[src/rtl/clb_pkg.sv]
// Package for the constellation boundary lookup block.
// Holds table sizes, command codes and the controller/datapath interface structs.
// Depends on nothing; every other file of the block uses it.
package clb_pkg;

  localparam int unsigned MAX_ROWS = 512;
  localparam int unsigned ADDR_W   = $clog2(MAX_ROWS);
  localparam int unsigned CNT_W    = $clog2(MAX_ROWS + 1);
  localparam int unsigned TOTAL_W  = 10;

  localparam int unsigned RA_W     = 21;
  localparam int unsigned DEC_W    = 20;
  localparam int unsigned CON_W    = 7;
  localparam int unsigned QRA_W    = 23;
  localparam int unsigned WRA_W    = QRA_W + 1;
  localparam int unsigned ROW_W    = 2 * RA_W + DEC_W + CON_W;

  localparam logic signed [WRA_W-1:0] TURN_ARCSEC = WRA_W'(1296000);

  localparam logic [1:0] CMD_APPEND = 2'd0;
  localparam logic [1:0] CMD_QUERY  = 2'd1;
  localparam logic [1:0] CMD_CLEAR  = 2'd2;

  typedef struct packed {
    logic accept;
    logic scan;
    logic finish;
  } clb_cmd_t;

  typedef struct packed {
    logic empty;
    logic more;
    logic pend;
    logic hit;
  } clb_sts_t;

endpackage

[src/rtl/clb_ctrl.sv]
// Controller state machine of the constellation boundary lookup block.
// Sequences transaction acceptance, the query scan and the result strobe.
// Depends on clb_pkg for command codes and the command and status structs.
module clb_ctrl (
  input  logic              clk_i,
  input  logic              rst_ni,
  input  logic              start_i,
  input  logic [1:0]        command_i,
  input  clb_pkg::clb_sts_t sts_i,
  output clb_pkg::clb_cmd_t cmd_o,
  output logic              busy_o,
  output logic              done_o
);

  localparam logic ST_IDLE = 1'b0;
  localparam logic ST_SCAN = 1'b1;

  logic state_q, state_d;
  logic done_q, done_d;
  logic accept;
  logic finish;

  assign accept = start_i && (state_q == ST_IDLE);
  assign finish = (state_q == ST_SCAN) &&
                  (sts_i.hit || (!sts_i.pend && !sts_i.more));

  always_comb begin
    state_d = state_q;
    done_d  = 1'b0;
    case (state_q)
      ST_IDLE: begin
        if (accept) begin
          if ((command_i == clb_pkg::CMD_QUERY) && !sts_i.empty) begin
            state_d = ST_SCAN;
          end else begin
            done_d = 1'b1;
          end
        end
      end
      ST_SCAN: begin
        if (finish) begin
          state_d = ST_IDLE;
          done_d  = 1'b1;
        end
      end
      default: begin
        state_d = ST_IDLE;
      end
    endcase
  end

  always_ff @(posedge clk_i or negedge rst_ni) begin
    if (!rst_ni) begin
      state_q <= ST_IDLE;
      done_q  <= 1'b0;
    end else begin
      state_q <= state_d;
      done_q  <= done_d;
    end
  end

  assign cmd_o.accept = accept;
  assign cmd_o.scan   = (state_q == ST_SCAN);
  assign cmd_o.finish = finish;
  assign busy_o       = (state_q != ST_IDLE);
  assign done_o       = done_q;

  a_done_cause: assert property (@(posedge clk_i) disable iff (!rst_ni)
    done_q |-> ($past(accept) || $past(state_q == ST_SCAN)))
    else $error("Result strobe without an accepted transaction or a scan.");

  a_finish_returns: assert property (@(posedge clk_i) disable iff (!rst_ni)
    finish |=> ((state_q == ST_IDLE) && done_q))
    else $error("Scan finish did not return to idle with a result strobe.");

endmodule

[config.mk]
export PLATFORM = sky130hd
export DESIGN_NAME = clb_ctrl
export DESIGN_NICKNAME = d
export VERILOG_FILES = /design/src/rtl/clb_pkg.sv /design/src/rtl/clb_ctrl.sv
export SDC_FILE = /design/constraint.sdc
export NUM_CORES = 1
export LEC_CHECK = 0
export CORE_AREA = 10 10 47 49
export CTS_CLUSTER_DIAMETER = 100
export DETAILED_ROUTE_END_ITERATION = 16
export DIE_AREA = 0 0 57 59
export DONT_BUFFER_PORTS = 1
export GPL_ROUTABILITY_DRIVEN = 0
export PLACE_DENSITY_LB_ADDON = 0.2
export SLEW_MARGIN = 20
export SYNTH_ARGS = -nofsm -noshare
export SYNTH_HDL_FRONTEND = slang
export SYNTH_SLANG_ARGS = --single-unit
export TNS_END_PERCENT = 50
[constraint.sdc]
create_clock -name clk_i -period 3.2 [get_ports clk_i]
set_input_delay 0.96 -clock clk_i [delete_from_list [all_inputs] [get_ports clk_i]]
set_output_delay 0.96 -clock clk_i [all_outputs]
set_load 0.01 [all_outputs]
# Word level (Yosys, flattened, before mapping)
# Index checks and enable logic that the tools add are counted.
[totals] reg_bits=2 latch_bits=0 mem_bits_rw=0 romBits=0 input_bits=9 out_inout_bits=5 wordCells=20 memories=0
[classes] addsub=0 mul=0 div_mod_pow=0 n_lt_le_gt_ge=0 n_eq_ne=1 shift=0 mux=8 bitwise=1 reduce_logical=8
[ops] op="1-bit 2-to-1 mux" count=6
[ops] op="1-bit logical AND" count=4
[ops] op="1-bit case mux with 2 select lines" count=2
[ops] op="1-bit logical NOT" count=3
[ops] op="2-bit by 1-bit equality test with 1-bit output (second input constant)" count=1
[ops] op="1-bit logical OR" count=1
[ops] op="1-bit NOT" count=1

# Logic depth before layout (Yosys ltp)
[logic_depth] word_depth=6 ltp_mapped=3 depth_no_buf=3

# Worst setup path after synthesis
# OpenSTA, ideal clock, no wires.
[synth_timing] kind="input-to-output" startpoint="input sts_i[0] in the netlist's numbering" endpoint="output cmd_o[0] in the netlist's numbering" t_arrival_ns=1.419 t_required_ns=2.240 path_slack_ns=0.821 path_stages=3 path_buffers=1 cell_sequence="o21bai_1 > and2_1 > buf_4"
[synth_between] elab_chain_len=2
[synth_rtl] item="start: declaration" line_no="clb_ctrl.sv:9" text="input clb_pkg::clb_sts_t sts_i,"
[synth_rtl] item="1-bit logical OR" line_no="clb_ctrl.sv:25" text="(sts_i.hit || (!sts_i.pend && !sts_i.more));"
[synth_rtl] item="1-bit logical AND" line_no="clb_ctrl.sv:24" text="assign finish = (state_q == ST_SCAN) &&"
[synth_rtl] item="end: declaration" line_no="clb_ctrl.sv:10" text="output clb_pkg::clb_cmd_t cmd_o,"
# Every way passes these cells.

==> flow_summary.yaml <==
layout:
  final_layout_size_suffix_gt1_share_pct: 53.8
  multi_input_area_sq_um: 63.8
  nets: 24
  num-fill-cells: 173
  num_antenna_cells: 0
  final-seq-area_sq_um: 50.0
  layout_common_cells: "clkbuf_4 (3), dfrtp_1 (2)"
  mostFrequentLayoutCell: "clkbuf_4"
  area_growth_pct: 13.9
sta:
  worstMarginPinSlew_ns: 0.319
  finalMaxSlewViolations: 0
  fmax_mhz: 420
  relSlewSlack_pct: 78.8
  hold_violations: 0
  fin_crit_ns: 2.38
  finalClockSkew_ns: 0.00132
  setup_viol: 0
  finalCritPeriodShare_pct: 74.4
  setup_tns_ns: 0
  rsz0062_at_grt: "no"
synth:
  yosysUniqueCellTypes: 10
  synth_area_sq_um: 144
  ys_ff_latch: 2
  synth.yosys.seq_area_share_pct: 34.8
  synth_nets: 22
  syn_inst: 13
  ys.warnings.count: 0
  synth.avg_cell_area_sq_um: 11.1
clock_network:
  cts_max_level: 1
  post_cts_buffers: 0
  numCtsBuffers: 3
  clockBufferDepth: 2
  insertion_delay_ns: 0.22
  cts-resized-gates: 0
  postCtsHoldBufs: 0
  root_buffer: "clkbuf_4"
  clk_pin_slew_worst_paths_ns: 0.03
  tritoncts: "yes"
  clock-sinks: 2
power:
  leakage_uw: 0.0000653
  internal_power_uw: 73.1
  powerDensity_nw_per_um2: 569
  vdd_drop_max_uv: 133
  switching_share_pct: 21.7
  pwr-share-clk_pct: 58.0
  combPwrFrac_pct: 9.5
  power_uw: 93.3
  p_switching_uw: 20.2
  pwr-share-seq_pct: 32.5
global_route:
  grt_pass1_vias: 146
  grt_max_degree: 7
  antenna_found_initial: 0
  grt-ovfl-total: 0
  grt_pass1_wl_um: 690
  track_usage_pct: 3.23
setup_path:
  path_cells: "o21bai_1, and2_1"
  setup.worst_path.end_class: "primary output"
  crit_buf_inv: 0
  crit_arrival_ns: 1.42
  cp-start-kind: "input pin"
  worst-setup-path-type: "input pin to primary output"
  slowest_stage: "o21bai_1"
  cp_data_required_time_ns: 2.24
  cpPeakStageDelay_ns: 0.23
  path_max_fanout: 3
  critical_path.top_delay_family: "compound AO/OA/AOI/OAI gates"
routing:
  drtAntennaViolNets: 0
  post_drt_wl_per_cell_um: 14.1
  drc: 0
  wl_um: 409
  vias: 97
  initialDrtViolationCount: 4
  first_pass_iters: 2
  vias_per_cell: 3.34
die:
  dieWidth_um: 57
  die-height_um: 59
  die_area_sq_um: 3360
  top_level_ports: 14
  start_util_pct: 10.3
  core_area_sq_um: 1400
  num_rows: 14
placement:
  portBuffers: 0
  place_hpwl_um: 369
run:
  maxCapViolations: 0
hold_path:
  hp-class: "input pin to async pin"
run_status:
  status: "complete, no violations"
-- kinds of logic (layout without fill, tap and decap cells) --
group | Yosys count | count (layout) | share of synthesized area [%]
AOI/OAI and AO/OA | 3 | 3 | 25.2
DFF | 2 | 2 | 34.8
buffers and inverters | 5 | 5 | 20.9
and+or+nand+nor | 3 | 3 | 19.1
-- cells in the mapped netlist --
cell,n,area share [%]
buf_4,3,16
a2bb2o_4,1,14
inv_2,1,2.6
nand2b_2,1,6.1
nor3b_2,1,8.7
inv_1,1,2.6
and2_1,1,4.4
dfrtp_1,2,35
o2bb2ai_1,1,6.1
o21bai_1,1,5.2
-- power by group through the flow --
stage	Sequential (uW)	Clock, uW	Combinational (uW)
after CTS	30.4	57.9	9.04
after floorplan	29.6	0	10.8
after global placement	30.7	0	8.50
after detailed placement	30.7	0	9.01
final	30.3	54.2	8.82
after global routing	30.8	61.1	10.1
-- through the flow --
stage          utilization (%)  cell area, sq um  hold slack [ns]  std cells  setup slack (ns)
2_1_floorplan                -               144            0.581         13             0.821
4_1_cts                   11.7               164            0.426         29             0.813
3_5_place_dp              10.1               141            0.665         26             0.810
5_1_grt                   11.7               164            0.419         29             0.745
6_report                  11.7               164            0.437         29             0.820
3_3_place_gp              10.1               141            0.665         26             0.843
-- final cells by class --
class / count / share of cell area (%)
clock buffers: 3 / 13.7
multi-input cells: 6 / 38.9
well taps: 16 / 12.2
flip-flops and latches: 2 / 30.5
inverters: 2 / 4.58
-- routing by layer --
metal,vias up,GRT usage (%),wire (um)
li1,41,-,-
met1,41,2.36,141
met2,15,2.17,97
met3,0,8.15,171
met4,0,1.01,0
met5,-,0,0
-- worst paths after layout --
| check | endpoint | start | slack [ns] | cells after the start |
|---|---|---|---|---|
| worst max-delay path | cmd_o[0] | sts_i[2] | 0.82 | 2 |
| worst min-delay path | done_o$_DFF_PN0_ | rst_ni | 0.44 | 0 |
| worst max register to register | busy_o$_DFF_PN0_ | busy_o$_DFF_PN0_ | 2.10 | 3 |
| worst min register to register | done_o$_DFF_PN0_ | busy_o$_DFF_PN0_ | 0.72 | 1 |
| max in group asynchronous | busy_o$_DFF_PN0_ | rst_ni | 2.69 | 0 |
| min in group clk_i | done_o$_DFF_PN0_ | busy_o$_DFF_PN0_ | 0.72 | 1 |
-- flip-flops by register name, summed over array words and instances, names as in the netlist --
signal	count
busy_o	1
done_o	1
(Power assumes the default switching activity.)
